$ cat config.mk
export PLATFORM = sky130hd
export DESIGN_NAME = gcode_word_parser
export DESIGN_NICKNAME = d
export VERILOG_FILES = /design/src/design/gwp_pkg.sv /design/src/design/gwp_queue.sv /design/src/design/gwp_front.sv /design/src/design/gwp_back.sv /design/src/design/gcode_word_parser.sv
export SDC_FILE = /design/constraint.sdc
export NUM_CORES = 2
export LEC_CHECK = 0
export ABC_AREA = 1
export BUFFER_PORTS_ARGS = -buffer_cell sky130_fd_sc_hd__buf_2
export CAP_MARGIN = 20
export CORE_ASPECT_RATIO = 1.75
export CORE_MARGIN = 10
export CORE_UTILIZATION = 55
export CTS_BUF_LIST = sky130_fd_sc_hd__clkbuf_4 sky130_fd_sc_hd__clkbuf_8
export DETAILED_ROUTE_END_ITERATION = 7
export PLACE_DENSITY_LB_ADDON = 0.25
export SETUP_SLACK_MARGIN = 0.15
export SYNTH_ARGS = -nofsm -noshare
export SYNTH_HDL_FRONTEND = slang
export SYNTH_HIERARCHICAL = 1
export SYNTH_SLANG_ARGS = --single-unit
$ cat constraint.sdc
create_clock -name clk -period 12.5 [get_ports clk]
set_input_delay 0.625 -clock clk [delete_from_list [all_inputs] [get_ports clk]]
set_output_delay 0.625 -clock clk [all_outputs]
set_load 0.05 [all_outputs]
$ cat src/design/gwp_pkg.sv
// gwp_pkg: shared types and constants of the g-code word parser
// holds the word record passed from front to back, character codes and mode codes
// depends on nothing
`timescale 1ns / 1ps

package gwp_pkg;

	// depth of the word queue between front and back
	localparam int QUEUE_DEPTH = 4;

	// character codes
	localparam logic [7:0] CH_NUL   = 8'h00;
	localparam logic [7:0] CH_ZERO  = 8'h30;
	localparam logic [7:0] CH_NINE  = 8'h39;
	localparam logic [7:0] CH_MINUS = 8'h2D;
	localparam logic [7:0] CH_PLUS  = 8'h2B;
	localparam logic [7:0] CH_POINT = 8'h2E;
	localparam logic [7:0] CH_G     = 8'h47;
	localparam logic [7:0] CH_M     = 8'h4D;
	localparam logic [7:0] CH_X     = 8'h58;
	localparam logic [7:0] CH_Y     = 8'h59;
	localparam logic [7:0] CH_I     = 8'h49;
	localparam logic [7:0] CH_J     = 8'h4A;

	// motion modes
	localparam logic [2:0] MODE_RAPID  = 3'd0;
	localparam logic [2:0] MODE_LINEAR = 3'd1;
	localparam logic [2:0] MODE_CW     = 3'd2;
	localparam logic [2:0] MODE_CCW    = 3'd3;
	localparam logic [2:0] MODE_HOME   = 3'd4;

	// g and m code numbers
	localparam longint CODE_G_HOME  = 75;
	localparam longint CODE_G_CLEAR = 30;
	localparam longint CODE_M_ON    = 3;
	localparam longint CODE_M_OFF   = 5;

	// control part of one word record
	typedef struct packed {
		logic       eol;       // this record closes the line
		logic       has_word;  // a word is to be finished
		logic [7:0] letter;
		logic [2:0] frac;      // fraction digits taken
		logic       neg;
		logic       digit;     // at least one digit seen
	} word_ctrl_t;

	localparam int WORD_CTRL_BITS = $bits(word_ctrl_t);

	// powers of ten for fraction scaling, up to six digits
	function automatic logic [19:0] pow10(input logic [2:0] k);
		logic [19:0] r;
		unique case (k)
			3'd0: r = 20'd1;
			3'd1: r = 20'd10;
			3'd2: r = 20'd100;
			3'd3: r = 20'd1000;
			3'd4: r = 20'd10000;
			3'd5: r = 20'd100000;
			3'd6: r = 20'd1000000;
			default: r = 20'd1;
		endcase
		return r;
	endfunction

endpackage

$ cat src/design/gwp_queue.sv
// gwp_queue: short fifo of word records between the front and the back
// uses gwp_pkg for the queue depth
`timescale 1ns / 1ps

module gwp_queue #(
	parameter int WIDTH = 47
) (
	input  logic             clk,
	input  logic             arst_n,
	input  logic             push,
	input  logic [WIDTH-1:0] push_data,
	input  logic             pop,
	output logic [WIDTH-1:0] pop_data,
	output logic             full,
	output logic             empty
);
	import gwp_pkg::*;

	localparam int PW = (QUEUE_DEPTH > 1) ? $clog2(QUEUE_DEPTH) : 1;
	localparam int CW = $clog2(QUEUE_DEPTH + 1);

	logic [WIDTH-1:0] mem_q [QUEUE_DEPTH];
	logic [PW-1:0]    wr_ptr_q;
	logic [PW-1:0]    rd_ptr_q;
	logic [CW-1:0]    count_q;

	assign full     = (count_q == CW'(QUEUE_DEPTH));
	assign empty    = (count_q == '0);
	assign pop_data = mem_q[rd_ptr_q];

	always_ff @(posedge clk) begin
		if (push) begin
			mem_q[wr_ptr_q] <= push_data;
		end
	end

	always_ff @(posedge clk or negedge arst_n) begin
		if (!arst_n) begin
			wr_ptr_q <= '0;
			rd_ptr_q <= '0;
			count_q  <= '0;
		end else begin
			if (push) begin
				wr_ptr_q <= (wr_ptr_q == PW'(QUEUE_DEPTH - 1)) ? '0 : wr_ptr_q + 1'b1;
			end
			if (pop) begin
				rd_ptr_q <= (rd_ptr_q == PW'(QUEUE_DEPTH - 1)) ? '0 : rd_ptr_q + 1'b1;
			end
			if (push && !pop) begin
				count_q <= count_q + 1'b1;
			end else if (pop && !push) begin
				count_q <= count_q - 1'b1;
			end
		end
	end

`ifndef NO_ASSERTIONS
	a_no_push_when_full: assert property (@(posedge clk) disable iff (!arst_n)
		push |-> (count_q != CW'(QUEUE_DEPTH)))
		else $error("word pushed into full queue");
	a_no_pop_when_empty: assert property (@(posedge clk) disable iff (!arst_n)
		pop |-> (count_q != '0))
		else $error("word popped from empty queue");
`endif

endmodule

$ cat src/design/gwp_front.sv
// gwp_front: character scanner, builds one word record per finished word or line end
// uses gwp_pkg for character codes and the word record type
`timescale 1ns / 1ps

module gwp_front #(
	parameter int FRAC_DIGITS = 3,
	parameter int VALUE_BITS  = 32
) (
	input  logic                    clk,
	input  logic                    arst_n,
	input  logic                    in_valid,
	input  logic                    in_ready,
	input  logic [7:0]              char_in,
	output logic                    push,
	output gwp_pkg::word_ctrl_t     push_ctrl,
	output logic [VALUE_BITS-1:0]   push_mag
);
	import gwp_pkg::*;

	localparam int VB = VALUE_BITS;
	localparam logic [VB+3:0] CAP = (VB+4)'(1) << (VB - 1);

	typedef enum logic [1:0] {
		PH_LETTER = 2'b01,
		PH_NUMBER = 2'b10
	} phase_t;

	phase_t        phase_q, phase_d;
	logic [7:0]    letter_q, letter_d;
	logic [VB-1:0] accum_q, accum_d;
	logic [2:0]    frac_q, frac_d;
	logic          neg_q, neg_d;
	logic          plus_q, plus_d;
	logic          point_q, point_d;
	logic          digit_q, digit_d;

	logic          fire;
	logic          is_digit;
	logic [VB+3:0] mad;
	logic [VB-1:0] mad_sat;
	logic          sign_ok;

	assign fire     = in_valid & in_ready;
	assign is_digit = (char_in >= CH_ZERO) && (char_in <= CH_NINE);
	// times ten plus digit, saturated at the magnitude cap
	assign mad      = ({4'b0, accum_q} << 3) + ({4'b0, accum_q} << 1)
	                + (VB+4)'(char_in - CH_ZERO);
	assign mad_sat  = (mad > CAP) ? CAP[VB-1:0] : mad[VB-1:0];
	assign sign_ok  = !neg_q && !plus_q && !point_q && !digit_q;

	assign push_ctrl.eol      = (char_in == CH_NUL);
	assign push_ctrl.has_word = (phase_q == PH_NUMBER);
	assign push_ctrl.letter   = letter_q;
	assign push_ctrl.frac     = frac_q;
	assign push_ctrl.neg      = neg_q;
	assign push_ctrl.digit    = digit_q;
	assign push_mag           = accum_q;

	always_comb begin
		phase_d  = phase_q;
		letter_d = letter_q;
		accum_d  = accum_q;
		frac_d   = frac_q;
		neg_d    = neg_q;
		plus_d   = plus_q;
		point_d  = point_q;
		digit_d  = digit_q;
		push     = 1'b0;
		if (fire) begin
			priority if (char_in == CH_NUL) begin
				push     = 1'b1;
				phase_d  = PH_LETTER;
				letter_d = CH_NUL;
				accum_d  = '0;
				frac_d   = '0;
				neg_d    = 1'b0;
				plus_d   = 1'b0;
				point_d  = 1'b0;
				digit_d  = 1'b0;
			end else if (phase_q == PH_NUMBER && is_digit) begin
				if (!point_q) begin
					accum_d = mad_sat;
				end else if (frac_q < 3'(FRAC_DIGITS)) begin
					accum_d = mad_sat;
					frac_d  = frac_q + 1'b1;
				end
				digit_d = 1'b1;
			end else if (phase_q == PH_NUMBER && sign_ok
			             && (char_in == CH_MINUS || char_in == CH_PLUS)) begin
				neg_d  = (char_in == CH_MINUS);
				plus_d = (char_in == CH_PLUS);
			end else if (phase_q == PH_NUMBER && char_in == CH_POINT && !point_q) begin
				point_d = 1'b1;
			end else begin
				// any other character ends a pending word and opens the next one
				push     = (phase_q == PH_NUMBER);
				phase_d  = PH_NUMBER;
				letter_d = char_in;
				accum_d  = '0;
				frac_d   = '0;
				neg_d    = 1'b0;
				plus_d   = 1'b0;
				point_d  = 1'b0;
				digit_d  = 1'b0;
			end
		end
	end

	always_ff @(posedge clk or negedge arst_n) begin
		if (!arst_n) begin
			phase_q  <= PH_LETTER;
			letter_q <= CH_NUL;
			accum_q  <= '0;
			frac_q   <= '0;
			neg_q    <= 1'b0;
			plus_q   <= 1'b0;
			point_q  <= 1'b0;
			digit_q  <= 1'b0;
		end else begin
			phase_q  <= phase_d;
			letter_q <= letter_d;
			accum_q  <= accum_d;
			frac_q   <= frac_d;
			neg_q    <= neg_d;
			plus_q   <= plus_d;
			point_q  <= point_d;
			digit_q  <= digit_d;
		end
	end

endmodule

$ cat src/design/gwp_back.sv
// gwp_back: word executor, scales and signs numbers, updates machine state, emits line results
// uses gwp_pkg for the word record, letter codes, mode codes and powers of ten
`timescale 1ns / 1ps

module gwp_back #(
	parameter int FRAC_DIGITS = 3,
	parameter int VALUE_BITS  = 32
) (
	input  logic                  clk,
	input  logic                  arst_n,
	input  logic                  q_empty,
	input  gwp_pkg::word_ctrl_t   q_ctrl,
	input  logic [VALUE_BITS-1:0] q_mag,
	output logic                  q_pop,
	output logic                  out_valid,
	input  logic                  out_ready,
	output logic [2:0]            motion_mode,
	output logic                  laser_on,
	output logic [31:0]           target_x,
	output logic [31:0]           target_y,
	output logic [31:0]           center_i,
	output logic [31:0]           center_j,
	output logic                  start_move,
	output logic                  clear_position
);
	import gwp_pkg::*;

	localparam int     VB    = VALUE_BITS;
	localparam int     PB    = VB + 20;
	localparam longint P     = longint'(pow10(3'(FRAC_DIGITS)));
	localparam logic [PB-1:0] CAP_W = PB'(1) << (VB - 1);
	localparam logic [VB-1:0] CAP   = VB'(1) << (VB - 1);

	// stage 1 registers
	logic                 s1_valid_q;
	word_ctrl_t           ctrl_s1;
	logic signed [VB-1:0] val_s1;
	// stage 2 registers
	logic                 s2_valid_q;
	word_ctrl_t           ctrl_s2;
	logic signed [VB-1:0] val_s2;

	// machine state
	logic [2:0]           mode_q, mode_d;
	logic                 laser_q, laser_d;
	logic signed [VB-1:0] x_q, x_d, y_q, y_d, i_q, i_d, j_q, j_d;
	logic signed [VB-1:0] last_q;
	logic                 cleared_q, cleared_d;

	// output register
	logic                 out_valid_q;
	logic [2:0]           mode_out_q;
	logic                 laser_out_q;
	logic [31:0]          x_out_q;
	logic [31:0]          y_out_q;
	logic [31:0]          i_out_q;
	logic [31:0]          j_out_q;
	logic                 start_out_q;
	logic                 clear_out_q;

	logic                 s2_ok, s2_adv, s1_adv, s2_fire;
	logic [PB-1:0]        prod;
	logic [VB-1:0]        mag;
	logic signed [VB-1:0] val_d;
	logic signed [VB-1:0] v;
	logic signed [63:0]   vx;
	logic                 in_g0_3, is_g75, is_g30, is_m3, is_m5;

	assign s2_ok   = !ctrl_s2.eol || !out_valid_q || out_ready;
	assign s2_adv  = !s2_valid_q || s2_ok;
	assign s1_adv  = !s1_valid_q || s2_adv;
	assign q_pop   = !q_empty && s1_adv;
	assign s2_fire = s2_valid_q && s2_ok;

	// stage 1: pad missing fraction digits, saturate, apply sign
	assign prod = PB'(q_mag) * PB'(pow10(3'(FRAC_DIGITS) - q_ctrl.frac));
	assign mag  = (prod > CAP_W) ? CAP : prod[VB-1:0];
	always_comb begin
		if (q_ctrl.neg) begin
			val_d = -$signed(mag);
		end else if (mag > CAP - 1'b1) begin
			val_d = $signed(CAP - 1'b1);
		end else begin
			val_d = $signed(mag);
		end
	end

	// stage 2: word value falls back to the last number read in this line
	assign v  = ctrl_s2.digit ? val_s2 : last_q;
	assign vx = 64'(v);

	// code number is the integer part truncated toward zero, tested by ranges
	assign in_g0_3 = (vx > -P) && (vx < 4 * P);
	assign is_g75  = (vx >= CODE_G_HOME * P) && (vx < (CODE_G_HOME + 1) * P);
	assign is_g30  = (vx >= CODE_G_CLEAR * P) && (vx < (CODE_G_CLEAR + 1) * P);
	assign is_m3   = (vx >= CODE_M_ON * P) && (vx < (CODE_M_ON + 1) * P);
	assign is_m5   = (vx >= CODE_M_OFF * P) && (vx < (CODE_M_OFF + 1) * P);

	always_comb begin
		mode_d    = mode_q;
		laser_d   = laser_q;
		x_d       = x_q;
		y_d       = y_q;
		i_d       = i_q;
		j_d       = j_q;
		cleared_d = cleared_q;
		if (ctrl_s2.has_word) begin
			unique case (ctrl_s2.letter)
				CH_G: begin
					// unknown g codes leave the state alone
					if (in_g0_3) begin
						priority if (vx >= 3 * P) mode_d = MODE_CCW;
						else if (vx >= 2 * P)     mode_d = MODE_CW;
						else if (vx >= P)         mode_d = MODE_LINEAR;
						else                      mode_d = MODE_RAPID;
					end else if (is_g75) begin
						mode_d = MODE_HOME;
						x_d    = '0;
						y_d    = '0;
					end else if (is_g30) begin
						x_d       = '0;
						y_d       = '0;
						cleared_d = 1'b1;
					end
				end
				CH_M: begin
					if (is_m3)      laser_d = 1'b1;
					else if (is_m5) laser_d = 1'b0;
				end
				CH_X: x_d = v;
				CH_Y: y_d = v;
				CH_I: i_d = v;
				CH_J: j_d = v;
				default: ;
			endcase
		end
	end

	always_ff @(posedge clk or negedge arst_n) begin
		if (!arst_n) begin
			s1_valid_q  <= 1'b0;
			s2_valid_q  <= 1'b0;
			out_valid_q <= 1'b0;
			mode_q      <= MODE_RAPID;
			laser_q     <= 1'b0;
			x_q         <= '0;
			y_q         <= '0;
			i_q         <= '0;
			j_q         <= '0;
			last_q      <= '0;
			cleared_q   <= 1'b0;
		end else begin
			if (s1_adv) begin
				s1_valid_q <= q_pop;
			end
			if (s2_adv) begin
				s2_valid_q <= s1_valid_q;
			end
			if (s2_fire) begin
				mode_q  <= mode_d;
				laser_q <= laser_d;
				x_q     <= x_d;
				y_q     <= y_d;
				i_q     <= i_d;
				j_q     <= j_d;
				if (ctrl_s2.eol) begin
					last_q    <= '0;
					cleared_q <= 1'b0;
				end else begin
					if (ctrl_s2.has_word) begin
						last_q <= v;
					end
					cleared_q <= cleared_d;
				end
			end
			if (s2_fire && ctrl_s2.eol) begin
				out_valid_q <= 1'b1;
			end else if (out_ready) begin
				out_valid_q <= 1'b0;
			end
		end
	end

	// payload registers
	always_ff @(posedge clk) begin
		if (q_pop) begin
			ctrl_s1 <= q_ctrl;
			val_s1  <= val_d;
		end
		if (s2_adv && s1_valid_q) begin
			ctrl_s2 <= ctrl_s1;
			val_s2  <= val_s1;
		end
		if (s2_fire && ctrl_s2.eol) begin
			mode_out_q  <= mode_d;
			laser_out_q <= laser_d;
			x_out_q     <= 32'(64'(x_d));
			y_out_q     <= 32'(64'(y_d));
			i_out_q     <= 32'(64'(i_d));
			j_out_q     <= 32'(64'(j_d));
			start_out_q <= (mode_d <= MODE_LINEAR);
			clear_out_q <= cleared_d;
		end
	end

	assign out_valid      = out_valid_q;
	assign motion_mode    = mode_out_q;
	assign laser_on       = laser_out_q;
	assign target_x       = x_out_q;
	assign target_y       = y_out_q;
	assign center_i       = i_out_q;
	assign center_j       = j_out_q;
	assign start_move     = start_out_q;
	assign clear_position = clear_out_q;

`ifndef NO_ASSERTIONS
	a_result_from_line_end: assert property (@(posedge clk) disable iff (!arst_n)
		$rose(out_valid_q) |-> $past(s2_fire && ctrl_s2.eol))
		else $error("result appeared without a line end");
	a_start_move_matches_mode: assert property (@(posedge clk) disable iff (!arst_n)
		out_valid_q |-> (start_move == (motion_mode <= MODE_LINEAR)))
		else $error("start flag disagrees with motion mode");
`endif

endmodule

$ cat src/design/gcode_word_parser.sv
// gcode_word_parser: top level of the g-code word parser
// instantiates gwp_front, gwp_queue and gwp_back; uses gwp_pkg
// path: the record of the zero byte goes through the word queue, stage 1, stage 2 and the result register
// throughput: one character per cycle; the front takes characters while the queue has room,
// the back retires one word record per cycle, held only by an unread result
// reset: arst_n clears mode, laser, targets, centres and the scanner at once
`timescale 1ns / 1ps

module gcode_word_parser #(
	parameter int FRAC_DIGITS = 3,  // fraction digits kept, 0 to 6
	parameter int VALUE_BITS  = 32  // signed number range, 16 to 48
) (
	input  logic         clk,
	input  logic         arst_n,
	// character stream in
	input  logic         s_tvalid,
	output logic         s_tready,
	input  logic [7:0]   s_tdata,   // char_in
	// line result out
	output logic         m_tvalid,
	input  logic         m_tready,
	output logic [135:0] m_tdata    // motion_mode[2:0], laser_on, target_x, target_y,
	                                // center_i, center_j, start_move, clear_position, pad
);
	import gwp_pkg::*;

	localparam int QW = WORD_CTRL_BITS + VALUE_BITS;

	// front to queue
	logic                  push;
	word_ctrl_t            push_ctrl;
	logic [VALUE_BITS-1:0] push_mag;
	// queue to back
	logic                  q_full;
	logic                  q_empty;
	logic                  q_pop;
	logic [QW-1:0]         q_data;
	word_ctrl_t            q_ctrl;
	logic [VALUE_BITS-1:0] q_mag;

	// result fields
	logic [2:0]  motion_mode;
	logic        laser_on;
	logic [31:0] target_x;
	logic [31:0] target_y;
	logic [31:0] center_i;
	logic [31:0] center_j;
	logic        start_move;
	logic        clear_position;

	// a character is taken whenever the word queue has a free slot
	assign s_tready = !q_full;

	gwp_front #(
		.FRAC_DIGITS(FRAC_DIGITS),
		.VALUE_BITS (VALUE_BITS)
	) u_front (
		.clk      (clk),
		.arst_n   (arst_n),
		.in_valid (s_tvalid),
		.in_ready (s_tready),
		.char_in  (s_tdata),
		.push     (push),
		.push_ctrl(push_ctrl),
		.push_mag (push_mag)
	);

	// word records queue up so the scanner waits on a stalled result only once the queue is full
	gwp_queue #(
		.WIDTH(QW)
	) u_queue (
		.clk      (clk),
		.arst_n   (arst_n),
		.push     (push),
		.push_data({push_ctrl, push_mag}),
		.pop      (q_pop),
		.pop_data (q_data),
		.full     (q_full),
		.empty    (q_empty)
	);

	assign q_ctrl = q_data[QW-1:VALUE_BITS];
	assign q_mag  = q_data[VALUE_BITS-1:0];

	// back end: two stages plus the result register
	gwp_back #(
		.FRAC_DIGITS(FRAC_DIGITS),
		.VALUE_BITS (VALUE_BITS)
	) u_back (
		.clk           (clk),
		.arst_n        (arst_n),
		.q_empty       (q_empty),
		.q_ctrl        (q_ctrl),
		.q_mag         (q_mag),
		.q_pop         (q_pop),
		.out_valid     (m_tvalid),
		.out_ready     (m_tready),
		.motion_mode   (motion_mode),
		.laser_on      (laser_on),
		.target_x      (target_x),
		.target_y      (target_y),
		.center_i      (center_i),
		.center_j      (center_j),
		.start_move    (start_move),
		.clear_position(clear_position)
	);

	// pack the result item, first field in the low bits, two pad bits on top
	assign m_tdata = {2'b00, clear_position, start_move, center_j, center_i,
	                  target_y, target_x, laser_on, motion_mode};

endmodule
==> metrics.yaml <==
dp_hpwl_um: 122000
grt_overflow: 0
grt_pass1_wl_um: 241000
drive_gt1_share_pct: 9.77
required_ns: 13.01
preCtsSetupSlack_ns: 1.10
clk_path_buf_depth: 3
drt_iter0_markers: 2520
wl_um: 154000
yosysTopAreaCellShare_pct: 23.6
grt_antenna_before_repair: 3
r2r-start: "u_queue/rd_ptr_q[0]"
setup_viol: 0
slowest_delay_ns: 0.74
r2r_setup_slack_ns: 0.78
drc: 0
start_util_pct: 55.3
io_pins: 150
num-nets-final: 6922
ff2ff_path_depth: 46
grt_max_degree: 111
critPathCaptureType: "register"
first_global_vias: 43174
yosys_warnings: 6
io_buffers: 147
endpoint: "u_back/val_s1[10]"
worstPathArrival_ns: 12.23
synth_flop_cell: "edfxtp_1"
yosysSeqAreaShare_pct: 34.4
crit_start: "u_queue/rd_ptr_q[0]"
r2r-end: "u_back/val_s1[10]"
hp-start: "s_tdata[7]"
cpLargestDelayFamily: "adder cells"
areaGrowthSynthToFinish_pct: 7.39
cap_violations: 0
cp_max_fo: 23
cts_tree: "done"
rows: 149
fin_crit_sh_pct: 93.7
synth-edff-count: 408
clock_latency_ns: 0.81
cp_common_cell: "nand2_1"
rsz0062_at_grt: "false"
syn_area_um2: 51900
hp-class: "in -> reg"
cts_made_buffers: 90
cts-resized-gates: 0
gp_congestion: 1.00
period_needed_ns: 11.72
async_reset_ff_share_pct: 35.4
path_buf_inv: 10
clk_pin_slew_ns: 0.07
routedWlPerCell_um: 20.7
root_buffer: "clkbuf_8"
vias_per_cell: 5.47
yosys-top-cells-area: "edfxtp_1 (24%), fa_1 (19%), nand2_1 (12%)"
antenna_left: 0
yosys_register_bits: 632
largest_reg_flops: 188
top_register: "u_queue/mem_q"
fin_skew_ns: 0.0529
syn_area_per_cell_um2: 8.60
max_freq_mhz: 85.3
vias: 40797
crit_cells: 46
cts_sinks: 632
path_class: "reg -> reg"
crit_slowest_cell: "inv_1"
relSlewSlack_pct: 27.6
status: "complete, no violations"
crit_path_start_kind: "register"
worst_slack_ns: 0.784
yosys.cell_types.count: 67
core-area_um2: 94000
setup_tns_ns: 0
yosys.area.top_type: "edfxtp_1"
worst_pin_slew_ns: 1.09
syn_inst: 6042
drv_slew: 0
die_y_um: 427
htree_levels: 3
first_pass_iters: 6
track_usage_pct: 29.4
n_fill_cell: 8288
die_width_um: 252
final-hold-violation-count: 0
die-area_um2: 108000
cells by family (layout without fill, tap and decap cells):
kind of cell    after synthesis  count (layout)  synth area share, %
compound gates              575             575                 8.01
xor+xnor                     30              30                0.549
fa+ha+maj                   743             743                 25.2
buf+inv                    1525            1727                 11.7
flops                       632             632                 34.4
other cells                   1               4              0.00722
simple gates               2536            2536                 20.2
worst min path at each step:
stage / end / slack, ns / cells after the start
final: u_front/letter_q[7] / 0.16 / 3
after global routing: u_front/letter_q[7] / 0.15 / 3
after CTS: u_front/letter_q[7] / 0.09 / 3
after detailed placement: u_back/ctrl_s2[0] / 0.41 / 0
after global placement: u_back/ctrl_s2[0] / 0.40 / 0
after floorplan: u_back/cleared_q / 0.33 / 0
metrics by stage:
step	cell area (um^2)	hold WS [ns]	util, %	cells
6_report	55800	0.161	59.4	7455
5_1_grt	55800	0.153	59.4	7454
4_1_cts	55800	0.0866	59.4	7453
3_5_place_dp	53800	0.405	57.3	7281
3_3_place_gp	53800	0.401	57.3	7280
2_1_floorplan	51900	0.329	-	6043
cell type report:
type / instances / area, um^2 / area share [%]
Timing Repair Buffer: 241 / 1470 / 2.63
Tap cell: 1208 / 1510 / 2.71
Antenna cell: 2 / 5.00 / 0.00897
Multi-Input combinational cell: 3886 / 28100 / 50.3
Clock buffer: 131 / 1630 / 2.92
Inverter: 1316 / 4950 / 8.87
Sequential cell: 632 / 17900 / 32.0
Clock inverter: 39 / 273 / 0.489
cells in the final DEF (no fill, tap or decap), types with 34 or more instances in the layout:
cell / instances
clkbuf_8: 103
buf_2: 146
ha_1: 239
o221ai_1: 34
nand2_1: 1595
edfxtp_1: 408
dfrtp_1: 222
nor2_1: 564
o211ai_2: 49
fa_1: 504
inv_1: 1284
o21ai_0: 172
buf_4: 91
a21oi_1: 90
nand4_1: 82
nand3_1: 156
o211ai_1: 47
worst reg2reg max path: cells and delay by family, from the launching register on:
| family | cells | cell delay, ns |
|---|---|---|
| compound gates | 3 | 0.23 |
| simple gates | 24 | 4.02 |
| flops | 1 | 0.44 |
| fa+ha+maj | 9 | 4.19 |
| buf+inv | 10 | 2.59 |
cells in the mapped netlist (4+ instances only):
library cell  instances
nor3_1               28
inv_1              1291
o211ai_2             49
nand4_2              23
clkinv_1             16
nand2_1            1598
o221ai_2             30
buf_1                27
buf_2                32
nand3_1             156
dfrtp_1             223
o21ai_0             172
xor2_1                7
o221ai_1             34
inv_2                 9
nand2_2              16
a21oi_1              92
a21boi_0              4
fa_1                504
buf_6                28
a21oi_2              13
and2_1                4
buf_4                15
o21bai_1             13
nand4_1              82
o41ai_1              22
o211ai_1             47
nor4_1                9
nor2_2                8
o22ai_1              32
o31ai_1              11
clkbuf_1            103
o21ai_2               9
o21ai_1              29
nor2_1              566
xnor2_1              20
edfxtp_1            408
ha_1                239
nand3_2              15
nand3b_1             11
repair_timing:
item                      in CTS  in global routing
buffers inserted               0                  0
hold buffers                   2                  0
hold endpoints to repair     101                  0
metal layers:
layer  part of all wire, %  track usage, %
met4                   9.0            23.3
met2                    54            55.3
met3                   4.9            4.01
met5                0.0045               0
met1                    32            28.1
Power is not shown: default switching activity piles up to over one toggle a cycle in this logic, so the estimate is an artifact.
